`config.mk`:
```
export PLATFORM = sky130hd
export DESIGN_NAME = running_min_max_mean_monitor
export DESIGN_NICKNAME = d
export VERILOG_FILES = /design/src/rtl/core/rmmm_pkg.sv /design/src/rtl/core/running_min_max_mean_monitor.sv /design/src/rtl/core/rmmm_dp.sv /design/src/rtl/core/rmmm_ctrl.sv
export SDC_FILE = /design/constraint.sdc
export NUM_CORES = 1
export LEC_CHECK = 0
export ABC_AREA = 1
export ABC_CLOCK_PERIOD_IN_PS = 27800
export BUFFER_PORTS_ARGS = -buffer_cell sky130_fd_sc_hd__buf_2
export CAP_MARGIN = 5
export CORE_MARGIN = 2
export CORE_UTILIZATION = 25
export DETAILED_ROUTE_END_ITERATION = 8
export GPL_TIMING_DRIVEN = 1
export PLACE_DENSITY_LB_ADDON = 0.25
export REMOVE_ABC_BUFFERS = 1
export SETUP_SLACK_MARGIN = 0.15
export SLEW_MARGIN = 15
export SYNTH_ARGS = -nofsm -noshare
export SYNTH_HDL_FRONTEND = slang
export SYNTH_SLANG_ARGS = --single-unit
```
`constraint.sdc`:
```
create_clock -name clk -period 27.8 [get_ports clk]
set_input_delay 5.56 -clock clk [delete_from_list [all_inputs] [get_ports clk]]
set_output_delay 5.56 -clock clk [all_outputs]
set_load 0.01 [all_outputs]
```
`src/rtl/core/rmmm_pkg.sv`:
```
`timescale 1ns / 1ps
// Shared types and constants for the running min/max/mean monitor.
// No dependencies; every other file of the block imports this package.
package rmmm_pkg;

  localparam int SAMPLE_WIDTH = 32;
  localparam int VALUE_W      = 32;
  localparam int CLASS_W      = 3;
  localparam int INTERVAL_W   = 16;
  localparam int COUNT_W      = 32;
  localparam int SUM_W        = 64;
  localparam int DIV_STEPS    = SUM_W;
  localparam int STEP_W       = $clog2(DIV_STEPS);

  localparam logic [VALUE_W-1:0] SAMPLE_MASK =
    VALUE_W'((65'd1 << SAMPLE_WIDTH) - 65'd1);
  localparam logic [COUNT_W-1:0]    COUNT_LIMIT    = '1;
  localparam logic [INTERVAL_W-1:0] INTERVAL_RESET = INTERVAL_W'(10);

  localparam int APB_ADDR_W = 3;
  localparam int APB_DATA_W = 32;

  typedef enum logic [0:0] {
    REG_INTERVAL = 1'b0,
    REG_UNUSED   = 1'b1
  } rmmm_reg_t;

  typedef struct packed {
    logic load;
    logic step;
    logic out_load;
  } rmmm_cmd_t;

  typedef struct packed {
    logic report;
  } rmmm_sts_t;

endpackage

```
`src/rtl/core/running_min_max_mean_monitor.sv`:
```
`timescale 1ns / 1ps
// Top level of the running min/max/mean monitor with its register port.
// Depends on rmmm_pkg, rmmm_ctrl and rmmm_dp.
//
// Each input word carries a cycle count and a class tag. The block keeps a
// saturating item count, a 64-bit running sum and the running minimum and
// maximum, and after every report_interval words it emits one output word with
// the count, the last value, the minimum, the maximum, the truncated mean and
// the tag. A word that does not trigger a report is taken without a stall, so
// such words may arrive back to back. A word that triggers a report holds
// in_stall high through the division and the output load: the mean comes from a
// restoring divider that retires one quotient bit per cycle over the 64-bit
// sum, followed by a state that loads the output register. The output register
// is separate from the intake, so new words are taken while a report waits on
// out_stall; only a second report that finds the output register still full
// waits for it to drain. Once the item count reaches its maximum, the count
// and the sum hold while the minimum and maximum keep tracking. The register
// report_interval (byte address 0, reset value 10) is meant to be written only
// while the block is idle; writing 0 makes every word report.
module running_min_max_mean_monitor
  import rmmm_pkg::*;
(
  input  logic                  clk,
  input  logic                  rst_n,
  // Input channel.
  input  logic                  in_valid,
  output logic                  in_stall,
  input  logic [VALUE_W-1:0]    in_cycle_count,
  input  logic [CLASS_W-1:0]    in_activity_class,
  // Result channel.
  output logic                  out_valid,
  input  logic                  out_stall,
  output logic [COUNT_W-1:0]    out_item_total,
  output logic [VALUE_W-1:0]    out_last_value,
  output logic [VALUE_W-1:0]    out_min_value,
  output logic [VALUE_W-1:0]    out_max_value,
  output logic [VALUE_W-1:0]    out_mean_value,
  output logic [CLASS_W-1:0]    out_report_class,
  // Register port.
  input  logic                  psel,
  input  logic                  penable,
  input  logic                  pwrite,
  input  logic [APB_ADDR_W-1:0] paddr,
  input  logic [APB_DATA_W-1:0] pwdata,
  output logic [APB_DATA_W-1:0] prdata,
  output logic                  pready
);

  rmmm_cmd_t             cmd;
  rmmm_sts_t             sts;
  logic [INTERVAL_W-1:0] report_interval_r;
  rmmm_reg_t             reg_sel;

  // Registers sit on 32-bit word boundaries, so the low two address bits
  // do not take part in the decode.
  assign reg_sel = rmmm_reg_t'(paddr[2]);
  assign pready  = 1'b1;

  always_ff @(posedge clk) begin
    if (!rst_n) begin
      report_interval_r <= INTERVAL_RESET;
    end else if (psel && penable && pwrite && (reg_sel == REG_INTERVAL)) begin
      report_interval_r <= pwdata[INTERVAL_W-1:0];
    end
  end

  always_comb begin
    unique case (reg_sel)
      REG_INTERVAL: prdata = APB_DATA_W'(report_interval_r);
      default:      prdata = '0;
    endcase
  end

  // The controller only sequences; all arithmetic lives in the datapath.
  rmmm_ctrl u_ctrl (
    .clk       (clk),
    .rst_n     (rst_n),
    .in_valid  (in_valid),
    .in_stall  (in_stall),
    .out_valid (out_valid),
    .out_stall (out_stall),
    .sts       (sts),
    .cmd       (cmd)
  );

  rmmm_dp u_dp (
    .clk               (clk),
    .rst_n             (rst_n),
    .cmd               (cmd),
    .sts               (sts),
    .in_cycle_count    (in_cycle_count),
    .in_activity_class (in_activity_class),
    .report_interval   (report_interval_r),
    .out_item_total    (out_item_total),
    .out_last_value    (out_last_value),
    .out_min_value     (out_min_value),
    .out_max_value     (out_max_value),
    .out_mean_value    (out_mean_value),
    .out_report_class  (out_report_class)
  );

endmodule

```
`src/rtl/core/rmmm_dp.sv`:
```
`timescale 1ns / 1ps
// Datapath: running statistics, a bit-serial 64 by 32 divider and the output word register.
// Depends on rmmm_pkg; steered by rmmm_ctrl through command and status structs.
module rmmm_dp
  import rmmm_pkg::*;
(
  input  logic                  clk,
  input  logic                  rst_n,
  input  rmmm_cmd_t             cmd,
  output rmmm_sts_t             sts,
  input  logic [VALUE_W-1:0]    in_cycle_count,
  input  logic [CLASS_W-1:0]    in_activity_class,
  input  logic [INTERVAL_W-1:0] report_interval,
  output logic [COUNT_W-1:0]    out_item_total,
  output logic [VALUE_W-1:0]    out_last_value,
  output logic [VALUE_W-1:0]    out_min_value,
  output logic [VALUE_W-1:0]    out_max_value,
  output logic [VALUE_W-1:0]    out_mean_value,
  output logic [CLASS_W-1:0]    out_report_class
);

  logic [COUNT_W-1:0]    count_r, count_nxt;
  logic [SUM_W-1:0]      sum_r, sum_nxt;
  logic [VALUE_W-1:0]    min_r, min_nxt;
  logic [VALUE_W-1:0]    max_r, max_nxt;
  logic [INTERVAL_W-1:0] ivl_r, ivl_nxt;
  logic [VALUE_W-1:0]    sample_r;
  logic [CLASS_W-1:0]    class_r;
  logic [VALUE_W-1:0]    sample;
  logic [INTERVAL_W:0]   ivl_inc;

  // Divider state: dq_r starts as the dividend and fills with quotient bits.
  logic [SUM_W-1:0]      dq_r;
  logic [VALUE_W-1:0]    rem_r;
  logic [COUNT_W-1:0]    divisor_r;
  logic [VALUE_W:0]      rem_sh;
  logic                  rem_ge;

  assign sample  = in_cycle_count & SAMPLE_MASK;
  assign ivl_inc = {1'b0, ivl_r} + (INTERVAL_W+1)'(1);

  // A zero interval behaves as one, which the >= compare gives for free.
  assign sts.report = (ivl_inc >= {1'b0, report_interval});

  always_comb begin
    count_nxt = count_r;
    sum_nxt   = sum_r;
    if (count_r != COUNT_LIMIT) begin
      count_nxt = count_r + COUNT_W'(1);
      sum_nxt   = sum_r + SUM_W'(sample);
    end
    min_nxt = (sample < min_r) ? sample : min_r;
    max_nxt = (sample > max_r) ? sample : max_r;
    ivl_nxt = sts.report ? '0 : ivl_inc[INTERVAL_W-1:0];
  end

  assign rem_sh = {rem_r, dq_r[SUM_W-1]};
  assign rem_ge = (rem_sh >= {1'b0, divisor_r});

  always_ff @(posedge clk) begin
    if (!rst_n) begin
      count_r <= '0;
      sum_r   <= '0;
      min_r   <= '1;
      max_r   <= '0;
      ivl_r   <= '0;
    end else if (cmd.load) begin
      count_r <= count_nxt;
      sum_r   <= sum_nxt;
      min_r   <= min_nxt;
      max_r   <= max_nxt;
      ivl_r   <= ivl_nxt;
    end
  end

  always_ff @(posedge clk) begin
    if (cmd.load) begin
      sample_r  <= sample;
      class_r   <= in_activity_class;
      dq_r      <= sum_nxt;
      rem_r     <= '0;
      divisor_r <= count_nxt;
    end else if (cmd.step) begin
      dq_r  <= {dq_r[SUM_W-2:0], rem_ge};
      rem_r <= rem_ge ? VALUE_W'(rem_sh - {1'b0, divisor_r}) : rem_sh[VALUE_W-1:0];
    end
    if (cmd.out_load) begin
      out_item_total   <= count_r;
      out_last_value   <= sample_r;
      out_min_value    <= min_r;
      out_max_value    <= max_r;
      // The mean never exceeds the maximum, so the upper quotient bits are zero.
      out_mean_value   <= dq_r[VALUE_W-1:0];
      out_report_class <= class_r;
    end
  end

endmodule

```
`src/rtl/core/rmmm_ctrl.sv`:
```
`timescale 1ns / 1ps
// Controller: sequences word intake, the division steps and the output handshake.
// Depends on rmmm_pkg; drives rmmm_dp through command and status structs.
module rmmm_ctrl
  import rmmm_pkg::*;
(
  input  logic      clk,
  input  logic      rst_n,
  input  logic      in_valid,
  output logic      in_stall,
  output logic      out_valid,
  input  logic      out_stall,
  input  rmmm_sts_t sts,
  output rmmm_cmd_t cmd
);

  typedef enum logic [1:0] {
    ST_IDLE,
    ST_DIV,
    ST_FIN
  } state_t;

  state_t             state_r, state_nxt;
  logic [STEP_W-1:0]  step_r, step_nxt;
  logic               in_stall_r, in_stall_nxt;
  logic               out_valid_r, out_valid_nxt;

  always_comb begin
    state_nxt     = state_r;
    step_nxt      = step_r;
    in_stall_nxt  = in_stall_r;
    cmd           = '0;
    unique case (state_r)
      ST_IDLE: begin
        if (in_valid) begin
          cmd.load = 1'b1;
          if (sts.report) begin
            state_nxt    = ST_DIV;
            step_nxt     = '0;
            in_stall_nxt = 1'b1;
          end
        end
      end
      ST_DIV: begin
        cmd.step = 1'b1;
        step_nxt = step_r + STEP_W'(1);
        if (step_r == STEP_W'(DIV_STEPS - 1)) begin
          state_nxt = ST_FIN;
        end
      end
      ST_FIN: begin
        if (!out_valid_r || !out_stall) begin
          cmd.out_load = 1'b1;
          state_nxt    = ST_IDLE;
          in_stall_nxt = 1'b0;
        end
      end
      default: begin
        state_nxt    = ST_IDLE;
        in_stall_nxt = 1'b0;
      end
    endcase

    out_valid_nxt = out_valid_r;
    if (cmd.out_load) begin
      out_valid_nxt = 1'b1;
    end else if (!out_stall) begin
      out_valid_nxt = 1'b0;
    end
  end

  always_ff @(posedge clk) begin
    if (!rst_n) begin
      state_r     <= ST_IDLE;
      step_r      <= '0;
      in_stall_r  <= 1'b0;
      out_valid_r <= 1'b0;
    end else begin
      state_r     <= state_nxt;
      step_r      <= step_nxt;
      in_stall_r  <= in_stall_nxt;
      out_valid_r <= out_valid_nxt;
    end
  end

  assign in_stall  = in_stall_r;
  assign out_valid = out_valid_r;

endmodule

```
==> results of run 1 <==
## cells in the final DEF, fill, tap and decap left out, types with 17 or more instances in the layout
cell type / netlist / layout
nor3_1: 37 / 37
clkbuf_16: 0 / 59
nand2_1: 919 / 917
dfxtp_1: 234 / 234
buf_2: 14 / 238
xor2_1: 35 / 35
conb_1: 2 / 17
nor2_1: 261 / 259
nand4_1: 86 / 86
clkbuf_1: 83 / 17
o21ai_0: 114 / 114
a21oi_1: 271 / 269
edfxtp_1: 294 / 294
nand3_1: 219 / 217
ha_1: 146 / 146
nand3b_1: 71 / 71
inv_1: 428 / 427
xnor2_1: 35 / 35
o21ai_1: 18 / 18
## area by class of cell
cell class	instances	share of cell area, %
Multi-Input combinational cell	2345	37.8
Tap cell	1488	5.70
Timing Repair Buffer	256	4.14
Clock buffer	78	4.80
Inverter	434	5.01
Clock inverter	34	1.21
Sequential cell	528	41.4
## sequential cells by signal, indices dropped and copies added, names as in the netlist, 32 cells and up
name and count:
u_dp.divisor_r 32, u_dp.dq_r 64, u_dp.max_r 32, u_dp.out_last_value 32, u_dp.min_r 32, u_dp.rem_r 32
u_dp.out_max_value 32, u_dp.sample_r 32, u_dp.sum_r 64, u_dp.count_r 32, u_dp.out_item_total 32, u_dp.out_min_value 32
u_dp.out_mean_value 32
## metal layers
| layer | track usage, % | share of wire (%) | vias to the layer above |
|---|---|---|---|
| met3 | 1.95 | 3.7 | 86 |
| met1 | 19.9 | 48 | 10800 |
| li1 | - | - | 11700 |
| met4 | 3.69 | 2.1 | 4 |
| met2 | 23.5 | 46 | 368 |
| met5 | 0 | 0.032 | - |
## cell usage after synthesis (all sizes together) (2+ instances only)
| cell | n | share of area (%) |
|---|---|---|
| clkbuf | 83 | 1.1 |
| o21ai | 134 | 2.4 |
| inv | 433 | 5.8 |
| a21oi | 271 | 4.8 |
| buf | 44 | 1.1 |
| nand4 | 87 | 2.0 |
| nand3b | 71 | 1.9 |
| ha | 146 | 6.5 |
| edfxtp | 294 | 32 |
| or2 | 2 | 0.045 |
| xnor2 | 35 | 1.1 |
| o211ai | 28 | 0.98 |
| nand3 | 221 | 4.0 |
| a211oi | 6 | 0.16 |
| a21o | 10 | 0.27 |
| nand2 | 925 | 12 |
| a21boi | 2 | 0.054 |
| o21a | 6 | 0.16 |
| nor2 | 267 | 3.7 |
| fa | 2 | 0.14 |
| conb | 2 | 0.027 |
| nor3 | 41 | 0.81 |
| dfxtp | 234 | 17 |
| xor2 | 35 | 1.1 |
| nor4 | 15 | 0.34 |
| o21bai | 12 | 0.32 |
| a31oi | 3 | 0.067 |
## final timing paths
kind	startpoint	to	cells past startpoint
worst min register to register	u_dp.sample_r[12]	u_dp.out_last_value[12]	0
worst min-delay path	u_dp.sample_r[12]	u_dp.out_last_value[12]	0
worst max-delay path	paddr[2]	prdata[1]	3
worst max register to register	u_ctrl.state_r[0]	u_dp.rem_r[24]	8
## worst max-delay path, stage by stage
cell    delay (ns)
buf_2         0.26
nor2_1        0.09
buf_2         0.15
## power by group through the flow
stage	logic (W)	registers (W)	clock network (W)
floorplan	0.000201	0.000917	0
global placement	0.000283	0.000927	0
CTS	0.000287	0.000911	0.000823
detailed placement	0.000285	0.000928	0
global route	0.000327	0.000917	0.000853
finish	0.000285	0.000911	0.000795
## per-stage QoR
| stage | total power (W) | util (%) | hold slack [ns] | area [µm²] | setup WS [ns] |
|---|---|---|---|---|---|
| 6_report | 0.00199 | 29.5 | 0.414 | 32700 | 16.18 |
| 5_1_grt | 0.00210 | 29.5 | 0.423 | 32700 | 16.13 |
| 4_1_cts | 0.00202 | 29.5 | 0.419 | 32700 | 16.18 |
| 3_5_place_dp | 0.00121 | 27.7 | 0.405 | 30700 | 16.19 |
| 3_3_place_gp | 0.00121 | 27.7 | 0.401 | 30700 | 16.20 |
| 2_1_floorplan | 0.00112 | - | 0.400 | 27400 | 7.58 |
## cells by family after synthesis
group	after synthesis	synth area share, %
and+or+nand+nor	1634	25.3
buffers and inverters	561	8.05
AOI/OAI and AO/OA	476	9.43
DFF	528	48.3
xor gates and xnor gates	70	2.19
adders and majority gates	148	6.67
other	2	0.0268
==> impl_metrics.tcl, run 1 <==
set metrics [dict create \
    tightest_slew_ns 1.09 \
    p_clk_share_pct 40.0 \
    synth_async_sr_flop_share_pct 0 \
    gp_congestion 0.875 \
    max-vdd-ir-drop_mv 0.0496 \
    power_frac_seq_pct 45.7 \
    drt_iter0_markers 1662 \
    cts-resized-gates 0 \
    start_util_pct 25.2 \
    drt_pre_antenna_iters 5 \
    diodes 0 \
    worst-r2r-setup-slack_ns 23.66 \
    drive_gt1_share_pct 10.7 \
    clkTransAtPathRegs_ns 0.06 \
    leakagePower_nw 14.3 \
    die-area_um2 115000 \
    clock.fmax_ghz 0.0860 \
    area_growth_pct 16.7 \
    cts.sinks 528 \
    die_h_um 339 \
    setup_tns_ns 0 \
    dp.cells 5051 \
    h-tree-depth 2 \
    nFillCells 12000 \
    ys_types 51 \
    finalSetupViolCount 0 \
    period_share_pct 41.8 \
    routedWlPerCell_um 16.3 \
    drtAntennaViolNets 0 \
    crit_required_ns 22.24 \
    place.port_buffers 239 \
    cts_buffer_depth 3 \
    outcome "complete, no violations" \
    clkLatencyLatePin_ns 0.67 \
    ioPinCount 275 \
    detailed_place_hpwl_um 60900 \
    synth_edf_count 294 \
    cts_tree "done" \
    slew_headroom_pct 26.8 \
    fp.dieW_um 339 \
    syn_area_per_cell_um2 8.18 \
    pwr-share-comb_pct 14.3 \
    cts_buffers 59 \
    synth_ff_type "edfxtp_1" \
    ff_latch_area_um2 13500 \
    grt_max_degree 134 \
    synth.cell_area_um2 28000 \
    worst-setup-path-type "input pin to primary output" \
    nets 3849 \
    path_max_fanout 17 \
    synth-seq-area-share_pct 48.3 \
    cts_setup_buffers 0 \
    antenna_found_initial 2 \
    arrival_ns 6.06 \
    switchingPower_w 0.000563 \
    sw_frac_of_total_pct 28.3 \
    fin_crit_ns 11.62 \
    drv_cap 0 \
    vias_per_cell 4.45 \
    final_cells 5163 \
    overflow 0 \
    fp-row-count 122 \
    clock_skew_ns 0.0386 \
    drc_errors 0 \
    holdBufCountCts 0 \
    synth-seq-cells 528 \
    final-max-slew-violation-count 0 \
    grt_pass1_wl_um 131000 \
    cts_root_buf "clkbuf_16" \
    multi_input_area_um2 12300 \
    hold_class "flip-flop to flip-flop" \
    syn_inst 3419 \
    cp-end-kind "primary output" \
    vias 23000 \
    grt_pass1_vias 21800 \
    power_density_nw_per_um2 60.9 \
    coreArea_um2 111000 \
    p_int_w 0.00143 \
    synth_warnings 0 \
    hold_viol 0 \
    rsz0062_at_grt "no" \
    start_kind "input pin" \
    grt_use_total_pct 14.4 \
    drt-total-wl_um 84200 \
]
(Power assumes the default switching activity.)
==> inputs of run 2 (changes only) <==
- ABC_CLOCK_PERIOD_IN_PS: 27800 -> 9600
- clock period: 27.8 -> 9.6 ns (I/O delays scaled with it)
==> run 2 against run 1 <==
  * Combinational power rose to 2.9 times the previous value
  * Clock-buffer cell count down 1
  * Worst hold slack improved by 0.0030 ns
  * Sequential power rose to 2.9 times the previous value
  * Flip-flop and latch count stayed put
  * Critical path depth unchanged
  * Core utilization grew 0.17 points
  * Die area did not move
  * Total power rose to 3.0 times the previous value
  * Via count grew 0.53%
==> impl_metrics.tcl, run 2 (same netlist as run 1, synthesis figures left out) <==
set metrics [dict create \
    h-tree-depth 2 \
    grt_pass1_wl_um 130000 \
    grt-busiest-layer "met2" \
    clkLatencyLatePin_ns 0.68 \
    cts.sinks 528 \
    drt_iter0_markers 1594 \
    most-common-layout-cells "nand2_1 (917), inv_1 (427), edfxtp_1 (294), a21oi_1 (269), nor2_1 (259)" \
    cp-endpoint "prdata[9]" \
    vias_per_cell 4.47 \
    routedWlPerCell_um 16.4 \
    met2_usage_pct 23.2 \
    max-vdd-ir-drop_mv 0.116 \
    met1_usage_pct 19.9 \
    ioPinCount 275 \
    clock_skew_ns 0.0446 \
    hold_viol 0 \
    tightest_slew_ns 1.08 \
    top_regs "u_dp.dq_r: 64 flops, u_dp.sum_r: 64 flops" \
    dp.cells 5054 \
    cp-startpoint "paddr[2]" \
    rr_worst_depth 8 \
    nets 3854 \
    outcome "complete, no violations" \
    cts-resized-gates 0 \
    cp-end-kind "primary output" \
    place_ws_ns 4.70 \
    die-area_um2 115000 \
    start_kind "input pin" \
    finalSetupViolCount 0 \
    holdBufCountCts 0 \
    die_h_um 339 \
    place.port_buffers 239 \
    crit_required_ns 7.68 \
    setup_ws_ns 5.26 \
    antenna_found_initial 0 \
    diodes 0 \
    hold_class "flip-flop to flip-flop" \
    drt-total-wl_um 84700 \
    clock.fmax_ghz 0.230 \
    worst-r2r-setup-slack_ns 6.25 \
    coreArea_um2 111000 \
    final_common_cell "nand2_1" \
    grt_max_degree 109 \
    period_share_pct 45.3 \
    grt_pass1_vias 21800 \
    path_max_fanout 17 \
    drtAntennaViolNets 0 \
    fp.dieW_um 339 \
    vias 23100 \
    nFillCells 11900 \
    rsz0062_at_grt "no" \
    cts_root_buf "clkbuf_16" \
    cts_buffers 61 \
    slew_headroom_pct 27.4 \
    final-max-slew-violation-count 0 \
    area_growth_pct 17.4 \
    rr_startpoint "u_ctrl.state_r[0]" \
    drt_pre_antenna_iters 7 \
    power_density_nw_per_um2 181 \
    worst-setup-path-type "input pin to primary output" \
    cts_buffer_depth 3 \
    gp_congestion 0.880 \
    grt_use_total_pct 14.4 \
    detailed_place_hpwl_um 60500 \
    fin_crit_ns 4.34 \
    start_util_pct 25.2 \
    fp-row-count 122 \
    arrival_ns 2.42 \
    grt_use_met3_pct 2.19 \
    cts_setup_buffers 0 \
    r2r_end "u_dp.rem_r[30]" \
    leakagePower_nw 14.4 \
    drc_errors 0 \
    cts_tree "done" \
    drive_gt1_share_pct 10.9 \
    overflow 0 \
    final_cells 5170 \
    clkTransAtPathRegs_ns 0.06 \
    drv_cap 0 \
]
[run 2: worst min-delay path by stage]
stage                            from                        to  cells after the start
CTS                   u_dp.class_r[1]  u_dp.out_report_class[1]                      0
finish              u_dp.sample_r[30]   u_dp.out_last_value[30]                      0
floorplan            u_dp.sample_r[0]    u_dp.out_last_value[0]                      0
detailed placement  u_dp.sample_r[21]   u_dp.out_last_value[21]                      0
global placement    u_dp.sample_r[17]   u_dp.out_last_value[17]                      0
global route        u_dp.sample_r[29]   u_dp.out_last_value[29]                      0
[run 2: stage by stage]
| step | hold WS, ns | instance area [µm²] | total power, W | util [%] | setup TNS, ns |
|---|---|---|---|---|---|
| after CTS | 0.418 | 32800 | 0.00603 | 29.6 | 0 |
| after global routing | 0.424 | 32800 | 0.00624 | 29.6 | 0 |
| final | 0.417 | 32800 | 0.00594 | 29.6 | 0 |
| after global placement | 0.401 | 30700 | 0.00350 | 27.7 | 0 |
| after floorplan | 0.400 | 27400 | 0.00324 | - | -1783.65 |
| after detailed placement | 0.405 | 30700 | 0.00351 | 27.7 | 0 |
[run 2: metal layers]
metal	up-vias	routed length [µm]
met5	-	0
met4	0	2100
met3	102	3640
met2	394	38500
met1	10900	40500
li1	11800	-
[run 2: power breakdown]
part           internal, W  switching [W]  total [W]
Clock              0.00145        0.00102    0.00248
Sequential         0.00255      0.0000908    0.00264
Combinational     0.000268       0.000557   0.000825
Total              0.00427        0.00167    0.00594
[run 2: area by class of cell]
cell class              count  area [µm²]  share of cell area (%)
repair buffers            259        1360                    4.14
flip-flops and latches    528       13500                    41.1
clock buffers              77        1630                    4.95
well taps                1488        1860                    5.67
multi-input cells        2345       12300                    37.5
inverters                 434        1640                    4.98
clock inverters            39         519                    1.58
[run 2: critical path, cell delays in order]
cell    delay [ns]
buf_2         0.27
nor2_1        0.09
buf_2         0.15
==> inputs of run 3 (changes only) <==
- ABC_AREA: 1 -> 0
- ABC_CLOCK_PERIOD_IN_PS: 9600 -> 3700
- clock period: 9.6 -> 3.7 ns (I/O delays scaled with it)
==> run 3 against run 2 <==
  * Worst hold slack got worse by 0.11 ns
  * Clock power increased to 2.5 times the previous value
  * Non-clock buffer count increased by 133
  * Flip-flop and latch count unchanged
  * Cell count decreased by 16%
==> impl_metrics.tcl, run 3 <==
set metrics [dict create \
    outcome "complete, no violations" \
    detailed_place_hpwl_um 51800 \
    synth.top_cell.area_share_pct 34.1 \
    ioPinCount 275 \
    grt_pass1_vias 18900 \
    fp-row-count 118 \
    synth_commonest_cells "nand2_1 (307), edfxtp_1 (294), dfxtp_1 (234)" \
    h-tree-depth 3 \
    worst_path_max_delay_cell "dfxtp_2" \
    hold_viol 0 \
    most-common-layout-cells "nand2_1 (305), edfxtp_1 (294), buf_2 (238), dfxtp_1 (232), nor2_1 (220)" \
    routedWlPerCell_um 16.9 \
    vias 19600 \
    die_h_um 326 \
    final_util_pct 30.9 \
    cp-end-kind "flip-flop" \
    switchingPower_w 0.00392 \
    final_cells 4364 \
    final_common_cell "nand2_1" \
    worst-setup-path-type "flip-flop to flip-flop" \
    coreArea_um2 103000 \
    ys_types 78 \
    hp-start "in_activity_class[1]" \
    gp_congestion 0.813 \
    die-area_um2 106000 \
    leakagePower_nw 12.6 \
    synth_compound_area_share_pct 12.7 \
    crit_chain "ha_4 -> and3_4 -> and3_4 -> and3_4 -> and3_4 -> nand3_4 -> xnor2_2 -> ha_1 -> a21o_1 -> a21oi_2 -> nor4b_4 -> buf_4 -> a22oi_1 -> a21boi_2 -> buf_4 -> buf_6 -> a21o_4 -> a22oi_1 -> nor2_1" \
    slew_headroom_pct 33.6 \
    grt_use_total_pct 13.6 \
    diodes 0 \
    muxShareOfSynthArea_pct 1.32 \
    sw_frac_of_total_pct 26.7 \
    critPathTopFamily "simple AND/OR/NAND/NOR gates" \
    fp.dieW_um 326 \
    rr_worst_depth 19 \
    drt-total-wl_um 73600 \
    worst-r2r-setup-slack_ns 0.18 \
    pwr-share-comb_pct 11.8 \
    hold_path_depth 1 \
    antenna_found_initial 2 \
    cts.sinks 528 \
    synth_top_family_by_area "simple AND/OR/NAND/NOR gates" \
    clkTransAtPathRegs_ns 0.06 \
    top_regs "u_dp.dq_r: 64 flops, u_dp.sum_r: 64 flops" \
    arrival_ns 3.97 \
    synth_warnings 0 \
    synth_edf_count 294 \
    critPathMaxStageDelay_ns 0.35 \
    cpMostUsedCell "and3_4" \
    synth-seq-cells 528 \
    clock_skew_ns 0.0347 \
    power_frac_seq_pct 45.2 \
    period_share_pct 95.1 \
    area_growth_pct 22.9 \
    holdBufCountCts 0 \
    syn_inst 2599 \
    p_int_w 0.0107 \
    synthAdderAreaFrac_pct 7.21 \
    clock.fmax_ghz 0.284 \
    power_density_nw_per_um2 461 \
    drt_iter0_markers 1262 \
    r2r_end "u_ctrl.step_r[3]" \
    synth_async_sr_flop_share_pct 0 \
    fin_crit_ns 3.52 \
    yosysTopAreaCell "edfxtp_1" \
    synthTopCellsByArea "edfxtp_1 (34%), dfxtp_1 (18%), ha_1 (7.1%)" \
    crit_required_ns 4.16 \
    cts_buffers 67 \
    drive_gt1_share_pct 18.7 \
    p_clk_share_pct 43.0 \
    overflow 0 \
    cts_buffer_depth 3 \
    dp.cells 4236 \
    vias_per_cell 4.48 \
    path_buf_inv 3 \
    clkLatencyLatePin_ns 0.62 \
    synth-seq-area-share_pct 52.2 \
    rsz0062_at_grt "yes" \
    drv_cap 0 \
    synth.cell_area_um2 25900 \
    hold_class "input pin to flip-flop" \
    max-vdd-ir-drop_mv 0.381 \
    grt_pass1_wl_um 113000 \
    place.port_buffers 239 \
    hold_end "u_dp.class_r[1]" \
    syn_area_per_cell_um2 9.96 \
    drt_pre_antenna_iters 5 \
    start_kind "flip-flop" \
    drc_errors 0 \
    nets 3156 \
    cts_tree "done" \
    cts_root_buf "clkbuf_16" \
    finalSetupViolCount 0 \
    path_max_fanout 6 \
    yosysMostFrequentCell "nand2_1" \
    synthSimpleGateAreaFrac_pct 15.5 \
    grt_max_degree 89 \
    synth_ff_type "edfxtp_1" \
    final-max-slew-violation-count 0 \
    rr_startpoint "u_dp.ivl_r[0]" \
    start_util_pct 25.1 \
    drtAntennaViolNets 0 \
    setup_tns_ns 0 \
    synth_xor_area_share_pct 6.30 \
    tightest_slew_ns 0.994 \
]
[run 3: cell count changes after synthesis, sizes merged, moves of 26 or more]
cell    delta
nand2    -617
inv      -292
nand3    -117
xnor2     +71
nand3b    -70
a21o      +57
a21oi     -57
nor2      -46
xor2      +45
mux2i     +34
o31ai     +32
nand4     -26
[run 3: layer usage]
| layer | global-route usage [%] | vias to the layer above | share of wire [%] |
|---|---|---|---|
| met2 | 21.9 | 360 | 46 |
| met4 | 3.59 | 0 | 1.7 |
| met5 | 0 | - | 0 |
| li1 | - | 9840 | - |
| met1 | 18.8 | 9283 | 48 |
| met3 | 2.37 | 87 | 4.5 |
[run 3: worst max path at each step]
stage | cells after the start | endpoint | slack [ns] | start
2_1_floorplan | 1 | u_dp.out_item_total[0] | -5.63 | out_stall
3_3_place_gp | 13 | u_dp.dq_r[31] | -0.13 | in_cycle_count[1]
3_5_place_dp | 15 | u_dp.dq_r[62] | -0.17 | in_cycle_count[0]
4_1_cts | 17 | u_dp.ivl_r[11] | 0.11 | u_dp.ivl_r[0]
5_1_grt | 17 | u_dp.ivl_r[11] | -0.02 | u_dp.ivl_r[0]
6_report | 19 | u_ctrl.step_r[3] | 0.18 | u_dp.ivl_r[0]
[run 3: stage by stage]
stage	power, W	cell area, µm²	setup slack [ns]	hold slack (ns)
floorplan	0.00778	25200	-5.63	0.400
global placement	0.00847	29500	-0.132	0.401
detailed placement	0.00848	29500	-0.170	0.405
CTS	0.0149	31700	0.107	0.243
global route	0.0154	31800	-0.0164	0.269
finish	0.0147	31800	0.182	0.303
[run 3: area by class of cell]
class	count	area, µm²
clock buffers	79	1760
repair buffers	392	2520
clock inverters	43	344
fillers	10900	71300
flip-flops and latches	528	13500
inverters	142	541
multi-input cells	1800	11400
well taps	1380	1730
[run 3: repair_timing]
| action | 4_1_cts | 5_1_grt |
|---|---|---|
| pin swaps | 1 | 17 |
| resized for setup | 13 | 24 |
| setup endpoints to repair | 18 | 41 |
| buffers inserted | 5 | 1 |
[run 3: power groups by stage]
stage	Sequential, W	Clock [W]	Combinational [W]
2_1_floorplan	0.00668	0	0.00110
3_3_place_gp	0.00675	0	0.00172
3_5_place_dp	0.00675	0	0.00172
4_1_cts	0.00663	0.00654	0.00174
5_1_grt	0.00666	0.00678	0.00197
6_report	0.00663	0.00630	0.00174
[run 3: cell families after synthesis]
family,after synthesis
AO/OA/AOI/OAI,548
XOR/XNOR,186
adder cells (fa/ha/maj),148
buffers and inverters,286
flip-flops,528
multiplexers,34
other,2
AND/OR/NAND/NOR,867
